`src/tss_pkg.sv`:
```
package tss_pkg;

    // Word field widths
    localparam int ACTION_W = 2;
    localparam int TERM_W   = 6;
    localparam int DATA_W   = 32;

    // Function select codes
    localparam logic [ACTION_W-1:0] ACT_SIN = 2'd0;
    localparam logic [ACTION_W-1:0] ACT_COS = 2'd1;
    localparam logic [ACTION_W-1:0] ACT_EXP = 2'd2;

    // pi/180 as unsigned Q0.32
    localparam logic signed [DATA_W-1:0] DEG_TO_RAD_Q32 = 32'sd74961321;

    localparam logic signed [DATA_W-1:0] SAT_MAX = 32'sh7FFF_FFFF;
    localparam logic signed [DATA_W-1:0] SAT_MIN = 32'sh8000_0000;

    // Quotient bits retired per divider cycle
    localparam int DIV_RADIX_BITS = 4;

    typedef struct packed {
        logic start;
        logic rad;
        logic negate_a;
    } t_md_req;

    typedef struct packed {
        logic done;
        logic sat;
    } t_md_rsp;

endpackage

```
`src/tss_if.sv`:
```
interface tss_in_if;
    import tss_pkg::*;

    logic                       valid;
    logic                       ready;
    logic [ACTION_W-1:0]        action;
    logic [TERM_W-1:0]          term_count;
    logic signed [DATA_W-1:0]   argument;

    modport source (output valid, action, term_count, argument, input ready);
    modport sink   (input valid, action, term_count, argument, output ready);
endinterface

interface tss_out_if;
    import tss_pkg::*;

    logic                       valid;
    logic                       ready;
    logic signed [DATA_W-1:0]   series_sum;
    logic                       overflow_flag;

    modport source (output valid, series_sum, overflow_flag, input ready);
    modport sink   (input valid, series_sum, overflow_flag, output ready);
endinterface

```
`src/tss_muldiv.sv`:
```
module tss_muldiv #(
    parameter int FRAC_BITS = 16,
    parameter int DIV_W     = 7
) (
    input  logic                               i_clk,
    input  logic                               i_rst_n,
    input  tss_pkg::t_md_req                   i_req,
    input  logic signed [tss_pkg::DATA_W-1:0]  i_op_a,
    input  logic signed [tss_pkg::DATA_W-1:0]  i_op_b,
    input  logic [DIV_W-1:0]                   i_divisor,
    output tss_pkg::t_md_rsp                   o_rsp,
    output logic signed [tss_pkg::DATA_W-1:0]  o_value
);
    import tss_pkg::*;

    localparam int PW    = 2 * DATA_W;
    localparam int QW    = PW - FRAC_BITS;
    localparam int STEPS = (QW + DIV_RADIX_BITS - 1) / DIV_RADIX_BITS;
    localparam int QP    = STEPS * DIV_RADIX_BITS;
    localparam int SW    = $clog2(STEPS);

    typedef enum logic [4:0] {
        M_IDLE = 5'b00001,
        M_MUL  = 5'b00010,
        M_RND  = 5'b00100,
        M_DIV  = 5'b01000,
        M_SAT  = 5'b10000
    } t_md_state;

    t_md_state r_state, n_state;
    logic [DATA_W-1:0] r_mag_a, n_mag_a, r_mag_b, n_mag_b;
    logic r_neg, n_neg, r_rad, n_rad, r_done, n_done, r_sat, n_sat;
    logic [DIV_W-1:0] r_div, n_div;
    logic [PW-1:0] r_prod, n_prod, prod_c;
    logic [QP-1:0] r_quo, n_quo, quo_v;
    logic [DIV_W-1:0] r_rem, n_rem, rem_v;
    logic [DIV_W:0] rem_ext;
    logic [SW-1:0] r_cnt, n_cnt;
    logic signed [DATA_W-1:0] r_value, n_value;
    logic a_neg, sat_c;

    assign prod_c = r_mag_a * r_mag_b;

    // Sign of the first operand after optional negation
    assign a_neg = i_req.negate_a ? (!i_op_a[DATA_W-1] && (i_op_a != '0))
                                  : i_op_a[DATA_W-1];

    // Overflow when the magnitude leaves the 32-bit signed range
    assign sat_c = (|r_quo[QP-1:DATA_W]) ||
                   (r_quo[DATA_W-1] && (!r_neg || (|r_quo[DATA_W-2:0])));

    always_comb begin
        n_state = r_state;
        n_mag_a = r_mag_a;
        n_mag_b = r_mag_b;
        n_neg   = r_neg;
        n_rad   = r_rad;
        n_div   = r_div;
        n_prod  = r_prod;
        n_quo   = r_quo;
        n_rem   = r_rem;
        n_cnt   = r_cnt;
        n_value = r_value;
        n_sat   = r_sat;
        n_done  = 1'b0;
        rem_v   = r_rem;
        quo_v   = r_quo;
        rem_ext = '0;
        unique case (r_state)
            M_IDLE: begin
                if (i_req.start) begin
                    n_mag_a = i_op_a[DATA_W-1] ? DATA_W'(-i_op_a) : DATA_W'(i_op_a);
                    n_mag_b = i_op_b[DATA_W-1] ? DATA_W'(-i_op_b) : DATA_W'(i_op_b);
                    n_neg   = a_neg ^ i_op_b[DATA_W-1];
                    n_rad   = i_req.rad;
                    n_div   = i_divisor;
                    n_state = M_MUL;
                end
            end
            M_MUL: begin
                n_prod  = prod_c;
                n_state = M_RND;
            end
            M_RND: begin
                if (r_rad) begin
                    n_quo   = QP'((r_prod + (PW'(1) << (DATA_W - 1))) >> DATA_W);
                    n_state = M_SAT;
                end else begin
                    n_quo   = QP'((r_prod + (PW'(r_div) << (FRAC_BITS - 1))) >> FRAC_BITS);
                    n_rem   = '0;
                    n_cnt   = '0;
                    n_state = M_DIV;
                end
            end
            M_DIV: begin
                // restoring division, several quotient bits a cycle
                for (int b = 0; b < DIV_RADIX_BITS; b++) begin
                    rem_ext = {rem_v, quo_v[QP-1]};
                    quo_v   = {quo_v[QP-2:0], 1'b0};
                    if (rem_ext >= {1'b0, r_div}) begin
                        rem_ext  = rem_ext - {1'b0, r_div};
                        quo_v[0] = 1'b1;
                    end
                    rem_v = rem_ext[DIV_W-1:0];
                end
                n_quo = quo_v;
                n_rem = rem_v;
                n_cnt = r_cnt + 1'b1;
                if (r_cnt == SW'(STEPS - 1)) begin
                    n_state = M_SAT;
                end
            end
            M_SAT: begin
                n_sat   = sat_c;
                n_value = sat_c ? (r_neg ? SAT_MIN : SAT_MAX)
                                : (r_neg ? -$signed(r_quo[DATA_W-1:0])
                                         : $signed(r_quo[DATA_W-1:0]));
                n_done  = 1'b1;
                n_state = M_IDLE;
            end
            default: n_state = M_IDLE;
        endcase
    end

    always_ff @(posedge i_clk) begin
        if (!i_rst_n) begin
            r_state <= M_IDLE;
            r_done  <= 1'b0;
        end else begin
            r_state <= n_state;
            r_done  <= n_done;
        end
    end

    always_ff @(posedge i_clk) begin
        r_mag_a <= n_mag_a;
        r_mag_b <= n_mag_b;
        r_neg   <= n_neg;
        r_rad   <= n_rad;
        r_div   <= n_div;
        r_prod  <= n_prod;
        r_quo   <= n_quo;
        r_rem   <= n_rem;
        r_cnt   <= n_cnt;
        r_value <= n_value;
        r_sat   <= n_sat;
    end

    assign o_rsp.done = r_done;
    assign o_rsp.sat  = r_sat;
    assign o_value    = r_value;

    a_start_idle: assert property (@(posedge i_clk) disable iff (!i_rst_n)
        i_req.start |-> (r_state == M_IDLE))
        else $error("muldiv started while busy");

    a_done_pulse: assert property (@(posedge i_clk) disable iff (!i_rst_n)
        r_done |=> !r_done)
        else $error("muldiv done held longer than one cycle");

    a_rem_below_div: assert property (@(posedge i_clk) disable iff (!i_rst_n)
        (r_state == M_DIV) |-> (r_rem < r_div))
        else $error("divider remainder not below divisor");

endmodule

```
`src/taylor_series_sin_cos_exp.sv`:
```
// Work: sine/cosine use the shared multiply-divide unit once for the degree conversion, then
//   twice per term after the first; the exponential uses it once per term after the first,
//   with the term count clamped to MAX_TERMS (0 counts as 1).
// Throughput: one word at a time; the input is ready only while the sequencer is idle.
//   The result register lets the next word in while a result still waits downstream.
// Reset: synchronous, active low; clears the sequencer, the unit and the output valid.
module taylor_series_sin_cos_exp #(
    parameter int MAX_TERMS = 32,
    parameter int FRAC_BITS = 16
) (
    input  logic       i_clk,
    input  logic       i_rst_n,
    tss_in_if.sink     i_in,
    tss_out_if.source  o_out
);
    import tss_pkg::*;

    localparam int KW = $clog2(MAX_TERMS + 1);
    localparam int CW = (KW > TERM_W) ? KW : TERM_W;
    localparam int DW = $clog2(2 * MAX_TERMS + 1);
    localparam logic signed [DATA_W-1:0] ONE = DATA_W'(1) << FRAC_BITS;

    typedef enum logic [5:0] {
        S_IDLE  = 6'b000001,
        S_CHECK = 6'b000010,
        S_ISSUE = 6'b000100,
        S_WAIT  = 6'b001000,
        S_SUM   = 6'b010000,
        S_DONE  = 6'b100000
    } t_state;

    // Which multiply-divide the shared unit is doing
    typedef enum logic [3:0] {
        OP_RAD = 4'b0001,   // degrees to radians
        OP_TRM = 4'b0010,   // -t * r / i
        OP_TRT = 4'b0100,   // m * r / (i+1)
        OP_EXP = 4'b1000    // t * x / k
    } t_op;

    t_state r_state, n_state;
    t_op    r_op, n_op;
    logic [ACTION_W-1:0] r_act, n_act;
    logic [KW-1:0] r_n, n_n, r_k, n_k, n_clamp;
    logic [DW-1:0] r_i, n_i;
    logic signed [DATA_W-1:0] r_arg, n_arg, r_r, n_r, r_t, n_t, r_m, n_m, r_s, n_s;
    logic r_ov, n_ov;
    logic r_out_valid, n_out_valid, r_out_ov, n_out_ov;
    logic signed [DATA_W-1:0] r_out_sum, n_out_sum;

    logic is_trig, out_free, sum_ov;
    logic [DATA_W:0] sum_ext;
    logic signed [DATA_W-1:0] sum_val;

    t_md_req md_req;
    t_md_rsp md_rsp;
    logic signed [DATA_W-1:0] md_a, md_b, md_value;
    logic [DW-1:0] md_div;

    assign is_trig  = (r_act == ACT_SIN) || (r_act == ACT_COS);
    assign out_free = !r_out_valid || o_out.ready;

    // Clamp the term count to the largest the counters support
    assign n_clamp = (CW'(i_in.term_count) > CW'(MAX_TERMS)) ? KW'(MAX_TERMS)
                                                              : KW'(i_in.term_count);

    // Running sum with saturation
    assign sum_ext = {r_s[DATA_W-1], r_s} + {r_t[DATA_W-1], r_t};
    assign sum_ov  = sum_ext[DATA_W] ^ sum_ext[DATA_W-1];
    assign sum_val = sum_ov ? (sum_ext[DATA_W] ? SAT_MIN : SAT_MAX)
                            : $signed(sum_ext[DATA_W-1:0]);

    // Operand selection for the shared unit
    always_comb begin
        md_req.start    = (r_state == S_ISSUE);
        md_req.rad      = (r_op == OP_RAD);
        md_req.negate_a = (r_op == OP_TRM);
        unique case (r_op)
            OP_RAD: begin
                md_a   = r_arg;
                md_b   = DEG_TO_RAD_Q32;
                md_div = DW'(1);
            end
            OP_TRM: begin
                md_a   = r_t;
                md_b   = r_r;
                md_div = r_i;
            end
            OP_TRT: begin
                md_a   = r_m;
                md_b   = r_r;
                md_div = DW'(r_i + 1'b1);
            end
            OP_EXP: begin
                md_a   = r_t;
                md_b   = r_arg;
                md_div = DW'(r_k);
            end
            default: begin
                md_a   = '0;
                md_b   = '0;
                md_div = DW'(1);
            end
        endcase
    end

    tss_muldiv #(
        .FRAC_BITS (FRAC_BITS),
        .DIV_W     (DW)
    ) u_muldiv (
        .i_clk     (i_clk),
        .i_rst_n   (i_rst_n),
        .i_req     (md_req),
        .i_op_a    (md_a),
        .i_op_b    (md_b),
        .i_divisor (md_div),
        .o_rsp     (md_rsp),
        .o_value   (md_value)
    );

    // Sequencer: one word at a time, each term built from the one before
    always_comb begin
        n_state     = r_state;
        n_op        = r_op;
        n_act       = r_act;
        n_n         = r_n;
        n_k         = r_k;
        n_i         = r_i;
        n_arg       = r_arg;
        n_r         = r_r;
        n_t         = r_t;
        n_m         = r_m;
        n_s         = r_s;
        n_ov        = r_ov;
        n_out_sum   = r_out_sum;
        n_out_ov    = r_out_ov;
        n_out_valid = r_out_valid && !o_out.ready;
        unique case (r_state)
            S_IDLE: begin
                if (i_in.valid) begin
                    n_act = i_in.action;
                    n_arg = i_in.argument;
                    n_n   = n_clamp;
                    n_ov  = 1'b0;
                    n_k   = KW'(1);
                    if ((i_in.action == ACT_SIN) || (i_in.action == ACT_COS)) begin
                        // convert to radians first
                        n_op    = OP_RAD;
                        n_state = S_ISSUE;
                    end else if (i_in.action == ACT_EXP) begin
                        n_t     = ONE;
                        n_s     = ONE;
                        n_state = S_CHECK;
                    end else begin
                        // unused select: answer zero
                        n_s     = '0;
                        n_state = S_DONE;
                    end
                end
            end
            S_CHECK: begin
                if (r_k < r_n) begin
                    n_op    = is_trig ? OP_TRM : OP_EXP;
                    n_state = S_ISSUE;
                end else begin
                    n_state = S_DONE;
                end
            end
            S_ISSUE: begin
                n_state = S_WAIT;
            end
            S_WAIT: begin
                if (md_rsp.done) begin
                    n_ov = r_ov | md_rsp.sat;
                    unique case (r_op)
                        OP_RAD: begin
                            n_r     = md_value;
                            n_t     = (r_act == ACT_SIN) ? md_value : ONE;
                            n_s     = (r_act == ACT_SIN) ? md_value : ONE;
                            n_i     = (r_act == ACT_SIN) ? DW'(2) : DW'(1);
                            n_state = S_CHECK;
                        end
                        OP_TRM: begin
                            n_m     = md_value;
                            n_op    = OP_TRT;
                            n_state = S_ISSUE;
                        end
                        default: begin
                            n_t     = md_value;
                            n_state = S_SUM;
                        end
                    endcase
                end
            end
            S_SUM: begin
                n_s     = sum_val;
                n_ov    = r_ov | sum_ov;
                n_k     = r_k + 1'b1;
                n_i     = is_trig ? DW'(r_i + 2'd2) : r_i;
                n_state = S_CHECK;
            end
            S_DONE: begin
                // hold until the result register frees up
                if (out_free) begin
                    n_out_sum   = r_s;
                    n_out_ov    = r_ov;
                    n_out_valid = 1'b1;
                    n_state     = S_IDLE;
                end
            end
            default: n_state = S_IDLE;
        endcase
    end

    always_ff @(posedge i_clk) begin
        if (!i_rst_n) begin
            r_state     <= S_IDLE;
            r_op        <= OP_RAD;
            r_out_valid <= 1'b0;
        end else begin
            r_state     <= n_state;
            r_op        <= n_op;
            r_out_valid <= n_out_valid;
        end
    end

    always_ff @(posedge i_clk) begin
        r_act     <= n_act;
        r_n       <= n_n;
        r_k       <= n_k;
        r_i       <= n_i;
        r_arg     <= n_arg;
        r_r       <= n_r;
        r_t       <= n_t;
        r_m       <= n_m;
        r_s       <= n_s;
        r_ov      <= n_ov;
        r_out_sum <= n_out_sum;
        r_out_ov  <= n_out_ov;
    end

    assign i_in.ready          = (r_state == S_IDLE);
    assign o_out.valid         = r_out_valid;
    assign o_out.series_sum    = r_out_sum;
    assign o_out.overflow_flag = r_out_ov;

    a_one_word: assert property (@(posedge i_clk) disable iff (!i_rst_n)
        (i_in.valid && i_in.ready) |=> !i_in.ready)
        else $error("second word taken while one is in flight");

    a_done_in_wait: assert property (@(posedge i_clk) disable iff (!i_rst_n)
        md_rsp.done |-> (r_state == S_WAIT))
        else $error("unit result arrived outside the wait state");

    // a term count of zero starts the counter one above it
    a_count_bound: assert property (@(posedge i_clk) disable iff (!i_rst_n)
        (r_state == S_CHECK) |-> ((r_k <= r_n) || (r_k == KW'(1))))
        else $error("term counter ran past the term count");

    a_result_load: assert property (@(posedge i_clk) disable iff (!i_rst_n)
        ((r_state == S_DONE) && out_free) |=> (o_out.valid && (r_state == S_IDLE)))
        else $error("result not presented on completion");

endmodule

```
`src/flat_wrapper.sv`:
```
// flat-port wrapper written by rule: the top's interface ports become plain ports
module taylor_series_sin_cos_exp_flat import tss_pkg::*;
#(
    parameter int MAX_TERMS = 32,
    parameter int FRAC_BITS = 16
)
  (i_clk, i_rst_n, i_in_valid, i_in_action, i_in_term_count, i_in_argument, i_in_ready, o_out_valid, o_out_series_sum, o_out_overflow_flag, o_out_ready);
  tss_in_if i_in_i ();
  tss_out_if o_out_i ();
  input  logic i_clk;
  input  logic i_rst_n;
  input wire logic [$bits(i_in_i.valid)-1:0] i_in_valid;
  input wire logic [$bits(i_in_i.action)-1:0] i_in_action;
  input wire logic [$bits(i_in_i.term_count)-1:0] i_in_term_count;
  input wire logic [$bits(i_in_i.argument)-1:0] i_in_argument;
  output wire logic [$bits(i_in_i.ready)-1:0] i_in_ready;
  output wire logic [$bits(o_out_i.valid)-1:0] o_out_valid;
  output wire logic [$bits(o_out_i.series_sum)-1:0] o_out_series_sum;
  output wire logic [$bits(o_out_i.overflow_flag)-1:0] o_out_overflow_flag;
  input wire logic [$bits(o_out_i.ready)-1:0] o_out_ready;
  assign i_in_i.valid = i_in_valid;
  assign i_in_i.action = i_in_action;
  assign i_in_i.term_count = i_in_term_count;
  assign i_in_i.argument = i_in_argument;
  assign i_in_ready = i_in_i.ready;
  assign o_out_valid = o_out_i.valid;
  assign o_out_series_sum = o_out_i.series_sum;
  assign o_out_overflow_flag = o_out_i.overflow_flag;
  assign o_out_i.ready = o_out_ready;
  taylor_series_sin_cos_exp #(.MAX_TERMS(MAX_TERMS), .FRAC_BITS(FRAC_BITS)) u_core (.i_clk(i_clk), .i_rst_n(i_rst_n), .i_in(i_in_i), .o_out(o_out_i));
endmodule
```
`config.mk`:
```
export PLATFORM = sky130hd
export DESIGN_NAME = taylor_series_sin_cos_exp_flat
export DESIGN_NICKNAME = d
export VERILOG_FILES = /design/src/tss_pkg.sv /design/src/tss_if.sv /design/src/tss_muldiv.sv /design/src/taylor_series_sin_cos_exp.sv /design/src/flat_wrapper.sv
export SDC_FILE = /design/constraint.sdc
export NUM_CORES = 2
export LEC_CHECK = 0
export BUFFER_PORTS_ARGS = -buffer_cell sky130_fd_sc_hd__buf_4
export CAP_MARGIN = 0
export CORE_MARGIN = 3
export CORE_UTILIZATION = 35
export CTS_CLUSTER_DIAMETER = 120
export DETAILED_ROUTE_END_ITERATION = 10
export PLACE_DENSITY = 0.57
export SLEW_MARGIN = 5
export SYNTH_ARGS = -nofsm -noshare
export SYNTH_HDL_FRONTEND = slang
export SYNTH_SLANG_ARGS = --single-unit
export TNS_END_PERCENT = 10
```
`constraint.sdc`:
```
create_clock -name i_clk -period 23 [get_ports i_clk]
set_input_delay 2.3 -clock i_clk [delete_from_list [all_inputs] [get_ports i_clk]]
set_output_delay 2.3 -clock i_clk [all_outputs]
set_load 0.05 [all_outputs]
```
# == After elaboration in Yosys (flattened, before gate mapping) ==
# Index checks and enable logic that the tools add are counted.
# classes
muxes,73
bitwise_logic,4
reduce_logical,39
n_lt_le_gt_ge,6
multipliers,1
eq_ne,33
add_sub_neg,14
# op_table
operator,n
2-to-1 mux 32 bit,14
case mux 32 bit (3 select lines),3
case mux 32 bit (2 select lines),2
negation 32 bit,3
case mux 48 bit (2 select lines),1
2-to-1 mux 7 bit,11
adder 64 x 22 -> 64 bit,1
"adder 64 x 32 -> 64 bit, second input constant",1
multiplier 32 x 32 -> 64 bit,1
2-to-1 mux 31 bit,2
2-to-1 mux 48 bit,1
2-to-1 mux 6 bit,7
case mux 6 bit (6 select lines),1
adder 32 x 32 -> 33 bit,1
greater-or-equal comparator 8 x 7 -> 1 bit,4
nonzero test 32 bit,1
OR reduction 31 bit,1
2-to-1 mux 4 bit,7
case mux 7 bit (2 select lines),2
subtractor 7 bit,4
case mux 7 bit (3 select lines),1
case mux 5 bit (4 select lines),1
2-to-1 mux 17 bit,1
"!= test 2 bit, second input constant",8
47 further kinds,91
# totals
reg_bits,461
output_inout_bits,35
wordCells,200
input_bits,44

# == Longest topological paths before layout ==
# logic_depth
word_depth,12
ltp_mapped,42
depth_no_buf,39

# == Hierarchy ==
# Synthesis repeated with hierarchy kept, for this count alone.
# hier_totals
cells_unflattened,5739
hier_area_um2,56585.5
# by_module_without_submodules
module,instances,area_per_inst_um2,seq_area_each_um2,cells_each
tss_muldiv,1,45279.7,6546.3,4798
taylor_series_sin_cos_exp,1,11305.8,6676.4,941

# == Worst setup path after synthesis ==
# OpenSTA, ideal clock, no wires.
# synth_path
path_type,register to register
from,register u_core.u_muldiv.r_div[1]
to,"register u_core.u_muldiv.r_rem[3], data pin"
t_required_ps,22738
setup_ps,262
n_path_buf,3
stages_incl_launch_ff,39
path_slack_ps,15284
t_arrival_ps,7454
period_less_slack_ps,7716
path_cell_list,edfxtp_1 -> inv_1 -> fa_1 -> a21o_1 -> a21oi_2 -> o21ai_0 -> a31oi_2 -> mux2_2 -> ha_1 -> nor2b_1 -> o21ai_0 -> a21boi_0 -> o21ai_0 -> a31oi_1 -> or3_1 -> buf_2 -> o21ai_0 -> fa_1 -> (+3 left out) -> o21a_1 -> nor2_1 -> a21oi_1 -> a211o_1 -> buf_2 -> o21ai_0 -> fa_1 -> nor2b_1 -> o21ai_0 -> nand2b_1 -> a21o_1 -> a21oi_1 -> o21ai_0 -> a21oi_1 -> nand2_1 -> buf_2 -> nand3_1 -> o21ai_0
# synth_between
elab_chain_len,12
elab_cells_between_ends,16
cone_classes,add/sub: 4; order compare: 4; mux: 8
# synth_lines
element,line,rtl
from (decl),tss_muldiv.sv:33,"logic [DIV_W-1:0] r_div, n_div;"
from (signal assigned),tss_muldiv.sv:140,r_div <= n_div;
subtractor 7 bit / greater-or-equal comparator 8 x 7 -> 1 bit (equally long branches),"tss_muldiv.sv:101, tss_muldiv.sv:100",
2-to-1 mux 7 bit,tss_muldiv.sv:100,"if (rem_ext >= {1'b0, r_div}) begin"
2-to-1 mux 7 bit,tss_muldiv.sv:69,unique case (r_state)
subtractor 7 bit / greater-or-equal comparator 8 x 7 -> 1 bit (equally long branches),"tss_muldiv.sv:101, tss_muldiv.sv:100",
2-to-1 mux 7 bit,tss_muldiv.sv:100,
2-to-1 mux 7 bit,tss_muldiv.sv:69,
greater-or-equal comparator 8 x 7 -> 1 bit / subtractor 7 bit (equally long branches),"tss_muldiv.sv:100, tss_muldiv.sv:101",
2-to-1 mux 7 bit,tss_muldiv.sv:100,
2-to-1 mux 7 bit,tss_muldiv.sv:69,
subtractor 7 bit / greater-or-equal comparator 8 x 7 -> 1 bit (equally long branches),"tss_muldiv.sv:101, tss_muldiv.sv:100",
2-to-1 mux 7 bit *,tss_muldiv.sv:100,
case mux 7 bit (2 select lines) *,tss_muldiv.sv:69,
to (signal assigned),tss_muldiv.sv:143,r_rem <= n_rem;
to (decl),tss_muldiv.sv:36,"logic [DIV_W-1:0] r_rem, n_rem, rem_v;"
# Mark *: on every way between the ends. The rest lies on a longest branch, timed or not. The select of a mux whose other input is x is not followed.
# A chain may end at the register's enable or synchronous reset.

# == Worst setup path in the final report ==
# layout_path
from,register u_core.u_muldiv.r_div[1]
to,"register u_core.u_muldiv.r_rem[1], data pin"
# Same word-level chain as after synthesis.

==> flow_metrics.py <==
metrics = {
    "sta": {
        "tns_ns": 0,
        "rsz0062_at_grt": "false",
        "drv_slew": 0,
        "hold_ws_ns": 0.4724,
        "setup-violations-final": 0,
        "layout_worst_path_cycle_share_pct": 40.11,
        "worst-slew-pin-transition_ns": 1.266,
        "slew_headroom_pct": 15.60,
        "finClkSkew_ns": 0.03064,
        "achievable-frequency_mhz": 108.4,
        "fin_crit_ns": 9.226,
        "hold_viol": 0,
    },
    "clock_network": {
        "cts_root_buf": "clkbuf_16",
        "cts_repair_resize_count": 0,
        "htreeDepth": 2,
        "cts.clk_slew.worst_paths_ns": 0.06,
        "cts_sinks": 446,
        "tritoncts": "yes",
        "cts_inserted_buffers": 51,
        "holdBufCountCts": 0,
        "insertion_delay_ns": 0.60,
        "clock_path_buffers": 3,
        "cts.repair_timing.setup_buffer_count": 0,
    },
    "finish": {
        "syn2layout_area_growth_pct": 7.679,
        "layout.cells.non_filler": 7762,
        "seq_area_mm2": 0.01322,
        "area_of_the_multi_input_gates_mm2": 0.03813,
        "layout-drive-gt1-share_pct": 5.151,
        "fin_nets": 6931,
        "number_of_fill_cells": 15764,
    },
    "worst_setup_path": {
        "critical_path.top_delay_family": "compound AO/OA/AOI/OAI gates",
        "cp_num_buf_inv": 1,
        "timing.critical_path.slowest_stage_cell": "edfxtp_1",
        "slowest_delay_ns": 0.53,
        "worst_ep_arrival_time_ns": 9.54,
        "worst_setup_path_end_kind": "flip-flop",
        "crit_path_max_fanout": 14,
        "worst_ep_required_time_ns": 23.31,
        "critical_path_class": "flip-flop to flip-flop",
        "path_common_cell": "o21ai_0",
        "critical_path.startpoint_type": "flip-flop",
    },
    "global_routing": {
        "groute.usage.overall_pct": 19.04,
        "grt_max_degree": 69,
        "first_global_vias": 41966,
        "grt.overflow.total": 0,
        "grt_antenna_before_repair": 2,
        "grt_pass1_wl_mm": 246.5,
    },
    "floorplan": {
        "ios": 79,
        "chipWidth_um": 406.5,
        "initial_utilization_pct": 35.32,
        "core_region_area_mm2": 0.1589,
        "floorplan.die.height_um": 406.5,
        "design.die.area_mm2": 0.1652,
        "placement_rows": 146,
    },
    "run_status": {
        "outcome": "complete, no violations",
    },
    "synth": {
        "area_fraction_of_the_dominant_cell_type_after_synthesis_pct": 32.13,
        "synth_sequential_area_ratio_pct": 23.56,
        "synthesized_netlist_net_count": 7016,
        "postSynth.asyncResetShare_pct": 0,
        "post_synth_instance_area_mm2": 0.05613,
        "post-synth-top-count-cell": "inv_1",
        "synth-edff-count": 429,
        "synth_top_flop_cell": "edfxtp_1",
        "synth.distinct_cells": 84,
        "synthDominantAreaCellType": "fa_1",
        "netlist_top_cells_area": "fa_1, edfxtp_1, ha_1, inv_1, and2_1",
        "synth_top_cells_by_count": "inv_1, fa_1, nand2_1",
        "postSynthAreaPerCell_um2": 9.793,
        "synth.ff_latch_count": 446,
        "ys_warn_count": 0,
        "number_of_standard_cells_after_synthesis": 5732,
    },
    "placement": {
        "dp_cells": 7666,
        "final_hpwl_from_detailed_placement_mm": 116.8,
        "port_buffers": 78,
        "place.gp.congestion": 0.8797,
    },
    "job": {
        "cap_violations": 0,
    },
    "detailed_routing": {
        "vias": 40172,
        "dr.pass1.iters": 6,
        "top_layer": "met4",
        "viasPerCell": 5.175,
        "wl_mm": 154.4,
        "remaining_drc_errors": 0,
        "met1Wirelength_mm": 69.11,
        "detailroute.wirelength.met2_mm": 73.46,
        "ant_nets": 0,
        "dr.first_iter.drc_count": 3256,
        "post_drt_wl_per_cell_um": 19.89,
        "route.met3.wl_mm": 8.689,
    },
    "worst_hold_path": {
        "hp-class": "flip-flop to flip-flop",
    },
}
-- metal layers --
metal | vias to the layer above | track usage [%]
met4 | 0 | 3.842
met3 | 186 | 1.850
li1 | 18003 | -
met5 | - | 0
met2 | 1207 | 31.43
met1 | 20776 | 27.31
-- sequential cells by signal (all words and copies together), names as in the netlist, 32 cells and up --
signal,cells
u_core.r_m,32
u_core.r_r,32
u_core.r_t,32
u_core.u_muldiv.r_prod,49
u_core.u_muldiv.r_quo,48
u_core.r_s,32
u_core.o_out.series_sum,32
u_core.u_muldiv.o_value,32
u_core.u_muldiv.r_mag_a,32
u_core.r_arg,32
u_core.u_muldiv.r_mag_b,32
-- cell families after synthesis --
| logic type | synth area share (%) |
|---|---|
| AO/OA/AOI/OAI | 7.817 |
| XOR/XNOR | 3.885 |
| adder cells (fa/ha/maj) | 39.69 |
| buffers and inverters | 8.642 |
| flip-flops | 23.56 |
| multiplexers | 0.3076 |
| AND/OR/NAND/NOR | 16.10 |
-- worst paths after layout --
check | startpoint | endpoint | slack, ns | cells after the start
setup / recovery | u_core.u_muldiv.r_div[1] | u_core.u_muldiv.r_rem[1] | 13.77 | 35
hold / removal | u_core.r_s[3] | u_core.o_out.series_sum[3] | 0.47 | 0
setup reg to reg | u_core.u_muldiv.r_div[1] | u_core.u_muldiv.r_rem[1] | 13.77 | 35
hold reg to reg | u_core.r_s[3] | u_core.o_out.series_sum[3] | 0.47 | 0
-- layout by cell type (no fill, tap or decap), types with 11 or more instances in the layout --
master / synthesis / layout
and2_1: 529 / 528
xnor2_1: 165 / 165
nand2_1: 788 / 788
a21o_1: 44 / 44
nor2b_1: 37 / 36
o21a_1: 14 / 14
and3_1: 28 / 28
nand3_1: 57 / 56
or2_2: 13 / 13
a21oi_1: 183 / 183
o21ai_0: 164 / 164
nor3_1: 48 / 47
a22oi_1: 30 / 30
nor4_1: 16 / 14
dfxtp_1: 17 / 17
nand3b_1: 18 / 18
xor2_1: 84 / 84
ha_1: 339 / 339
inv_1: 978 / 978
o41ai_1: 11 / 11
o211ai_1: 11 / 11
and4_1: 12 / 12
a222oi_1: 18 / 18
or3_1: 16 / 16
clkinv_1: 0 / 14
o21bai_1: 14 / 14
nand4_1: 28 / 28
edfxtp_1: 429 / 429
a211oi_1: 17 / 17
nor2_1: 186 / 182
buf_4: 2 / 162
fa_1: 901 / 901
o311ai_0: 21 / 21
a31oi_1: 28 / 28
a22o_1: 35 / 35
nand2b_1: 22 / 22
clkbuf_16: 0 / 51
-- layout make-up --
cell class | instances | area share, %
diodes | 2 | 0.008280
clock buffers | 58 | 2.155
clock inverters | 36 | 0.4947
inverters | 979 | 6.080
multi-input cells | 4007 | 63.08
flip-flops and latches | 446 | 21.88
well taps | 2072 | 4.289
repair buffers | 162 | 2.012
-- through the flow --
step / util, % / cell area [um^2] / setup WS [ns]
after global placement: 37.02 / 58840 / 14.26
after detailed placement: 37.02 / 58840 / 13.87
after floorplan: - / 56130 / 15.28
after global routing: 38.03 / 60440 / 12.82
after CTS: 38.03 / 60440 / 13.83
final: 38.03 / 60440 / 13.77
Power is left out: the tool's default activity adds up to more than one toggle a clock period on the data nets, which glitch-free logic cannot reach.
